## config.mk

```make
export PLATFORM = sky130hd
export DESIGN_NAME = header_sync_frame_deframer
export DESIGN_NICKNAME = d
export VERILOG_FILES = /design/src/sv/hsfd_pkg.sv /design/src/sv/hsfd_core.sv /design/src/sv/header_sync_frame_deframer.sv
export SDC_FILE = /design/constraint.sdc
export NUM_CORES = 1
export LEC_CHECK = 0
export ABC_AREA = 1
export ABC_CLOCK_PERIOD_IN_PS = 5470
export BUFFER_PORTS_ARGS = -buffer_cell sky130_fd_sc_hd__buf_4
export CORE_UTILIZATION = 45
export CTS_BUF_LIST = sky130_fd_sc_hd__clkbuf_8
export DETAILED_ROUTE_END_ITERATION = 8
export PLACE_DENSITY_LB_ADDON = 0.1
export SLEW_MARGIN = 0
export SYNTH_ARGS = -nofsm -noshare
export SYNTH_HDL_FRONTEND = slang
export SYNTH_HIERARCHICAL = 1
export SYNTH_SLANG_ARGS = --single-unit
```

## constraint.sdc

```tcl
create_clock -name clk -period 5.47 [get_ports clk]
set_clock_uncertainty 0.2 [all_clocks]
set_input_delay 1.094 -clock clk [delete_from_list [all_inputs] [get_ports clk]]
set_output_delay 1.094 -clock clk [all_outputs]
set_load 0.02 [all_outputs]
```

## src/sv/hsfd_pkg.sv

```systemverilog
package hsfd_pkg;

	localparam int unsigned PAYLOAD_LENGTH = 64;

	localparam logic [7:0] HEADER_FIRST_RST = 8'hFE;
	localparam logic [7:0] HEADER_SECOND_RST = 8'hFF;
	localparam logic [7:0] HEADER_THIRD_RST = 8'h00;

	// config register indexes
	localparam logic [1:0] REG_HEADER_FIRST = 2'd0;
	localparam logic [1:0] REG_HEADER_SECOND = 2'd1;
	localparam logic [1:0] REG_HEADER_THIRD = 2'd2;

	// sync states
	localparam logic [2:0] ST_WAIT1 = 3'd0;
	localparam logic [2:0] ST_WAIT2 = 3'd1;
	localparam logic [2:0] ST_WAIT3 = 3'd2;
	localparam logic [2:0] ST_COLLECT = 3'd3;
	localparam logic [2:0] ST_CHECK = 3'd4;

	// event codes
	localparam logic [2:0] EV_IDLE = 3'd0;
	localparam logic [2:0] EV_PAYLOAD = 3'd1;
	localparam logic [2:0] EV_GOOD = 3'd2;
	localparam logic [2:0] EV_BAD = 3'd3;
	localparam logic [2:0] EV_RESYNC = 3'd4;

	typedef struct packed {
		logic [7:0] header_first;
		logic [7:0] header_second;
		logic [7:0] header_third;
	} hsfd_cfg_t;

	typedef struct packed {
		logic [2:0]  event_res;
		logic [7:0]  payload_byte;
		logic [7:0]  payload_index;
		logic [7:0]  checksum_calculated;
		logic [15:0] frames_good;
		logic [15:0] checksum_errors;
		logic [15:0] header_resyncs;
	} hsfd_res_t;

endpackage

```

## src/sv/hsfd_core.sv

```systemverilog
module hsfd_core #(
	parameter int unsigned PAYLOAD_LENGTH = hsfd_pkg::PAYLOAD_LENGTH
) (
	input  logic               clk,
	input  logic               arst_n,
	input  logic               fire,
	input  logic [7:0]         byte_in,
	input  hsfd_pkg::hsfd_cfg_t cfg,
	output hsfd_pkg::hsfd_res_t res
);

	logic [2:0]  state_q, state_d;
	logic [7:0]  pos_q, pos_d;
	logic [7:0]  sum_q, sum_d;
	logic [15:0] good_q, good_d;
	logic [15:0] bad_q, bad_d;
	logic [15:0] resync_q, resync_d;
	logic [8:0]  pos_inc;
	logic [7:0]  calc;
	logic [7:0]  sum_add;

	assign pos_inc = {1'b0, pos_q} + 9'd1;
	assign calc = ~sum_q;
	assign sum_add = sum_q + byte_in;

	always_comb begin
		state_d = state_q;
		pos_d = pos_q;
		sum_d = sum_q;
		good_d = good_q;
		bad_d = bad_q;
		resync_d = resync_q;
		res.event_res = hsfd_pkg::EV_IDLE;
		res.payload_byte = byte_in;
		res.payload_index = 8'd0;
		res.checksum_calculated = 8'd0;
		unique case (state_q)
			hsfd_pkg::ST_WAIT1: begin
				if (byte_in == cfg.header_first)
					state_d = hsfd_pkg::ST_WAIT2;
			end
			hsfd_pkg::ST_WAIT2: begin
				if (byte_in == cfg.header_second) begin
					state_d = hsfd_pkg::ST_WAIT3;
				end else begin
					resync_d = resync_q + 16'd1;
					res.event_res = hsfd_pkg::EV_RESYNC;
					state_d = (byte_in == cfg.header_first) ? hsfd_pkg::ST_WAIT2
						: hsfd_pkg::ST_WAIT1;
				end
			end
			hsfd_pkg::ST_WAIT3: begin
				if (byte_in == cfg.header_third) begin
					state_d = hsfd_pkg::ST_COLLECT;
					pos_d = 8'd0;
					sum_d = 8'd0;
				end else begin
					resync_d = resync_q + 16'd1;
					res.event_res = hsfd_pkg::EV_RESYNC;
					state_d = (byte_in == cfg.header_first) ? hsfd_pkg::ST_WAIT2
						: hsfd_pkg::ST_WAIT1;
				end
			end
			hsfd_pkg::ST_COLLECT: begin
				res.event_res = hsfd_pkg::EV_PAYLOAD;
				res.payload_index = pos_q;
				sum_d = sum_add;
				pos_d = pos_inc[7:0];
				// 9-bit compare also catches the position wrapping to zero
				if (pos_inc >= 9'(PAYLOAD_LENGTH))
					state_d = hsfd_pkg::ST_CHECK;
			end
			default: begin
				res.checksum_calculated = calc;
				if (byte_in == calc) begin
					good_d = good_q + 16'd1;
					res.event_res = hsfd_pkg::EV_GOOD;
				end else begin
					bad_d = bad_q + 16'd1;
					res.event_res = hsfd_pkg::EV_BAD;
				end
				state_d = hsfd_pkg::ST_WAIT1;
				pos_d = 8'd0;
			end
		endcase
		res.frames_good = good_d;
		res.checksum_errors = bad_d;
		res.header_resyncs = resync_d;
	end

	always_ff @(posedge clk or negedge arst_n) begin
		if (!arst_n) begin
			state_q <= hsfd_pkg::ST_WAIT1;
			pos_q <= 8'd0;
			sum_q <= 8'd0;
			good_q <= 16'd0;
			bad_q <= 16'd0;
			resync_q <= 16'd0;
		end else if (fire) begin
			state_q <= state_d;
			pos_q <= pos_d;
			sum_q <= sum_d;
			good_q <= good_d;
			bad_q <= bad_d;
			resync_q <= resync_d;
		end
	end

endmodule

```

## src/sv/header_sync_frame_deframer.sv

```systemverilog
// Input beats pass through an input register, then a result register.
// Throughput: one byte per cycle while out_stall is low; the sync state, sum and counters
// update in one pass. A stalled result leaves room for one more beat in the input register.
// Reset (arst_n low, asynchronous): hunting for the first header byte, counters and sum
// zero, header registers back to FE/FF/00, both pipeline stages empty.
module header_sync_frame_deframer #(
	parameter int unsigned PAYLOAD_LENGTH = hsfd_pkg::PAYLOAD_LENGTH
) (
	input  logic        clk,
	input  logic        arst_n,
	input  logic        cfg_we,
	input  logic [1:0]  cfg_index,
	input  logic [7:0]  cfg_data,
	input  logic        in_valid,
	output logic        in_stall,
	input  logic [7:0]  rx_byte,
	output logic        out_valid,
	input  logic        out_stall,
	output logic [2:0]  event_res,
	output logic [7:0]  payload_byte,
	output logic [7:0]  payload_index,
	output logic [7:0]  checksum_calculated,
	output logic [15:0] frames_good,
	output logic [15:0] checksum_errors,
	output logic [15:0] header_resyncs
);

	hsfd_pkg::hsfd_cfg_t cfg_q;
	hsfd_pkg::hsfd_res_t res_c;
	hsfd_pkg::hsfd_res_t res_s2;
	logic       valid_s1;
	logic [7:0] byte_s1;
	logic       valid_s2;
	logic       adv;
	logic       fire;
	logic       in_acc;

	assign adv = !valid_s2 || !out_stall;
	assign fire = valid_s1 && adv;
	assign in_stall = valid_s1 && !adv;
	assign in_acc = in_valid && !in_stall;

	always_ff @(posedge clk or negedge arst_n) begin
		if (!arst_n) begin
			cfg_q.header_first <= hsfd_pkg::HEADER_FIRST_RST;
			cfg_q.header_second <= hsfd_pkg::HEADER_SECOND_RST;
			cfg_q.header_third <= hsfd_pkg::HEADER_THIRD_RST;
		end else if (cfg_we) begin
			unique case (cfg_index)
				hsfd_pkg::REG_HEADER_FIRST: cfg_q.header_first <= cfg_data;
				hsfd_pkg::REG_HEADER_SECOND: cfg_q.header_second <= cfg_data;
				hsfd_pkg::REG_HEADER_THIRD: cfg_q.header_third <= cfg_data;
				default: ;
			endcase
		end
	end

	always_ff @(posedge clk or negedge arst_n) begin
		if (!arst_n) begin
			valid_s1 <= 1'b0;
			valid_s2 <= 1'b0;
		end else begin
			if (in_acc)
				valid_s1 <= 1'b1;
			else if (fire)
				valid_s1 <= 1'b0;
			if (adv)
				valid_s2 <= valid_s1;
		end
	end

	always_ff @(posedge clk) begin
		if (in_acc)
			byte_s1 <= rx_byte;
		if (fire)
			res_s2 <= res_c;
	end

	hsfd_core #(
		.PAYLOAD_LENGTH(PAYLOAD_LENGTH)
	) u_core (
		.clk(clk),
		.arst_n(arst_n),
		.fire(fire),
		.byte_in(byte_s1),
		.cfg(cfg_q),
		.res(res_c)
	);

	assign out_valid = valid_s2;
	assign event_res = res_s2.event_res;
	assign payload_byte = res_s2.payload_byte;
	assign payload_index = res_s2.payload_index;
	assign checksum_calculated = res_s2.checksum_calculated;
	assign frames_good = res_s2.frames_good;
	assign checksum_errors = res_s2.checksum_errors;
	assign header_resyncs = res_s2.header_resyncs;

`ifndef NO_ASSERTIONS
	a_stall_only_full: assert property (@(posedge clk) disable iff (!arst_n)
		in_stall |-> (valid_s1 && valid_s2))
		else $error("input stalled with a free stage");

	a_index_range: assert property (@(posedge clk) disable iff (!arst_n)
		(valid_s2 && res_s2.event_res == hsfd_pkg::EV_PAYLOAD)
		|-> ({1'b0, res_s2.payload_index} < 9'(PAYLOAD_LENGTH)))
		else $error("payload index beyond frame length");

	a_good_match: assert property (@(posedge clk) disable iff (!arst_n)
		(valid_s2 && res_s2.event_res == hsfd_pkg::EV_GOOD)
		|-> (res_s2.checksum_calculated == res_s2.payload_byte))
		else $error("good frame with checksum mismatch");

	a_bad_mismatch: assert property (@(posedge clk) disable iff (!arst_n)
		(valid_s2 && res_s2.event_res == hsfd_pkg::EV_BAD)
		|-> (res_s2.checksum_calculated != res_s2.payload_byte))
		else $error("bad frame with matching checksum");

	a_index_zero: assert property (@(posedge clk) disable iff (!arst_n)
		(valid_s2 && res_s2.event_res != hsfd_pkg::EV_PAYLOAD)
		|-> (res_s2.payload_index == 8'd0))
		else $error("index set outside payload");
`endif

endmodule
```

==> metrics.txt <==
metal1 wirelength=8.74 mm; Initial DRC Count=470; initial core utilization=46.4%; most frequent CP cell=buf_4; reg2reg path depth=7; total wire length after detailed routing=18.1 mm; Total Die Area=20,100 um^2; worst reg2reg startpoint=out_valid; cts-stage hold buffer count=0; Synth Flop Type=edfxtp_1; WP buf/inv=4; DRC=0; Cells after Synth=987; first-pass GRT wire length=30.3 mm; initial antenna violation count=0; met3 WL=652 um; leakage=4.75 nW; Crit path arrival time=3.46 ns; mean post-synth cell area=8.91 um^2; Inserted Clock Buffers=17; minimum clock period=3.30 ns; Unique masters post-synth=42; Root Buffer=clkbuf_8; grt ovf=0; Avg WL per Cell=13.4 um; final setup fails=0; Setup TNS=0 ns; Synthesized Nets=1,022; number of flops mapped to enable cells by yosys=83; CP Class=input pin to flop; startpoint type of the worst setup path=input pin; crit-path max cell delay=0.87 ns; Worst Path Max Fanout=97; max-cap viol count=0; Async S/R FF share, synth=52.8%; H-tree levels=4; CP Cell Sequence=buf_4 > nand2_1 > inv_1 > nor2_4 > buf_4 > buf_4 > nand2_1 > a22o_1; CP max-delay cell=buf_4; max frequency=303 MHz; Netlist Area Pre-Place=8790 um^2; Levels on crit path=8; Die Ht=142 um; PwrDens=300 nW/um^2; Slew headroom=30.6%; # placed instances=1,318; setup ws final=2.17 ns; Die Span X=142 um; CTS tree=built; Synth Warn #=6; core area=19,000 um^2; Final Hold Fails=0; Finished Layout Cells=1,350; layout cells sized above 1=16.4%; Peak VDD IR=0.000159 V; cell family with most CP delay=buffers and inverters; RSZ-0062 raised after global routing=false; fillers=1,773; num rows=50; DR top layer=met4; largest net degree at the start of global routing=98; Yosys reg bits=176; total iterations of the first detailed-routing run=5; Hold Crit Class=flop to flop; fin nets=1,112; post_cts resized=0; flop-to-flop setup slack=2.51 ns; Tightest Pin Transition=1.04 ns; Pins Over Slew Limit=0; Setup Fix Bufs, Post-CTS=0; number of clock sinks=176; Max Root-Sink Buffers=2; routability cong.=0.828; Vias/cell=4.88; port bufs=99; hold slack=0.271 ns; WL met2=8.54 mm; CP startpoint=out_stall; Clock Latency Late Sink=0.45 ns; ANT cells=0; vias in the first global route=6,118; Setup crit end=u_core/sum_q[1]; via count=6,582; Layout area overhead=15.0%; Reg clk slew, reported paths=0.09 ns; Setup crit end kind=flop; Ports=100; outcome=completed; DPL Wire Length=12.6 mm; Seq/Total Area, Yosys=55.0%; WP data required=5.63 ns; final worst path period share=60.3%; total track usage=19.4%; pre-CTS WS=1.62 ns; RR Endpoint=u_core/sum_q[1]; remaining antenna violation count after routing=0
## power breakdown
| group | internal, mW | switching (mW) |
|---|---|---|
| combinational | 0.168 | 0.320 |
| sequential | 1.52 | 0.0786 |
| clock | 0.489 | 0.459 |
## tightest hold or removal path, delay by kind of cell, from the launching register on
kind,cells,cell delay (ns)
and+or+nand+nor,2,0.09
DFF,1,0.38
## flip-flops by register name, summed over array words and instances (netlist names), 16 cells and up
register	cells
u_core/good_q	16
checksum_errors	16
frames_good	16
u_core/resync_q	16
header_resyncs	16
cfg_q	24
u_core/bad_q	16
## cell usage after synthesis (2+ instances only)
master    count  area, um^2
nand2_1     350        1310
inv_1        95         357
edfxtp_1     83        2490
dfrtp_1      78        1950
nand3_1      75         375
nor2_1       58         218
o21ai_0      41         205
nand4_1      32         200
xor2_1       27         236
dfstp_2      15         394
a21oi_1      13        65.1
ha_1         11         138
xnor2_1      11        96.3
buf_4         9        67.6
clkbuf_1      9        33.8
nor3_1        8        40.0
buf_1         6        22.5
buf_6         6        67.6
and2_1        5        31.3
inv_2         5        18.8
nand2_2       5        31.3
nor2_2        5        31.3
a22o_1        3        26.3
buf_2         3        15.0
nand3_4       3        52.6
nor4_1        3        18.8
o21ai_1       3        15.0
o21ai_2       3        26.3
o21bai_1      3        22.5
nand2_4       2        22.5
nand3b_1      2        15.0
nor2_4        2        22.5
nor2_8        2        40.0
or2_2         2        12.5
xor2_2        2        32.5
## kinds of logic after synthesis
| group | after synthesis | synth area share, % |
|---|---|---|
| fa+ha+maj | 12 | 1.79 |
| buf+inv | 134 | 6.66 |
| compound gates | 68 | 4.26 |
| xor+xnor | 41 | 4.47 |
| simple gates | 556 | 27.8 |
| flops | 176 | 55.0 |
## per-layer routing
| layer | vias up | global-route usage (%) |
|---|---|---|
| met4 | 0 | 5.60 |
| li1 | 3374 | - |
| met3 | 14 | 3.68 |
| met2 | 136 | 31.4 |
| met5 | - | 0 |
| met1 | 3058 | 26.6 |
## how the worst min path moves through the flow
stage,from,to,slack (ns),depth (start not counted)
2_1_floorplan,cfg_q[17],cfg_q[17],0.25,2
3_3_place_gp,cfg_q[17],cfg_q[17],0.26,2
3_5_place_dp,cfg_q[17],cfg_q[17],0.26,2
4_1_cts,cfg_q[8],cfg_q[8],0.27,2
5_1_grt,cfg_q[19],cfg_q[19],0.29,2
6_report,cfg_q[19],cfg_q[19],0.27,2
## cell usage in the layout, fill, tap and decap left out, types with 4 or more instances in the layout
cell type  netlist  final
o21ai_0         41     41
edfxtp_1        83     83
a21oi_1         13     13
clkbuf_8         0     17
xor2_1          27     27
nand3_1         75     75
bufinv_16        0      4
ha_1            11     11
buf_4            9    104
nand4_1         32     32
nand2_1        350    350
dfstp_2         15     15
xnor2_1         11     11
nor2_2           5      5
dfrtp_1         78     78
inv_1           95     99
nand2_2          5      5
and2_1           5      5
nor2_1          58     57
nor3_1           8      8
inv_2            5      5
## cell type report
class | count | area [um^2] | area share (%)
flip-flops and latches | 176 | 4840 | 47.8
multi-input cells | 677 | 3370 | 33.4
repair buffers | 104 | 781 | 7.72
inverters | 101 | 379 | 3.75
well taps | 260 | 325 | 3.22
clock buffers | 17 | 234 | 2.31
clock inverters | 15 | 180 | 1.78
## through the flow
step	area, um^2	utilization, %	power, mW
after floorplan	8790	-	1.95
after global placement	9700	51.2	2.12
after detailed placement	9700	51.2	2.12
after CTS	10100	53.3	3.07
after global routing	10100	53.3	3.19
final	10100	53.3	3.03
(Power assumes the default switching activity.)
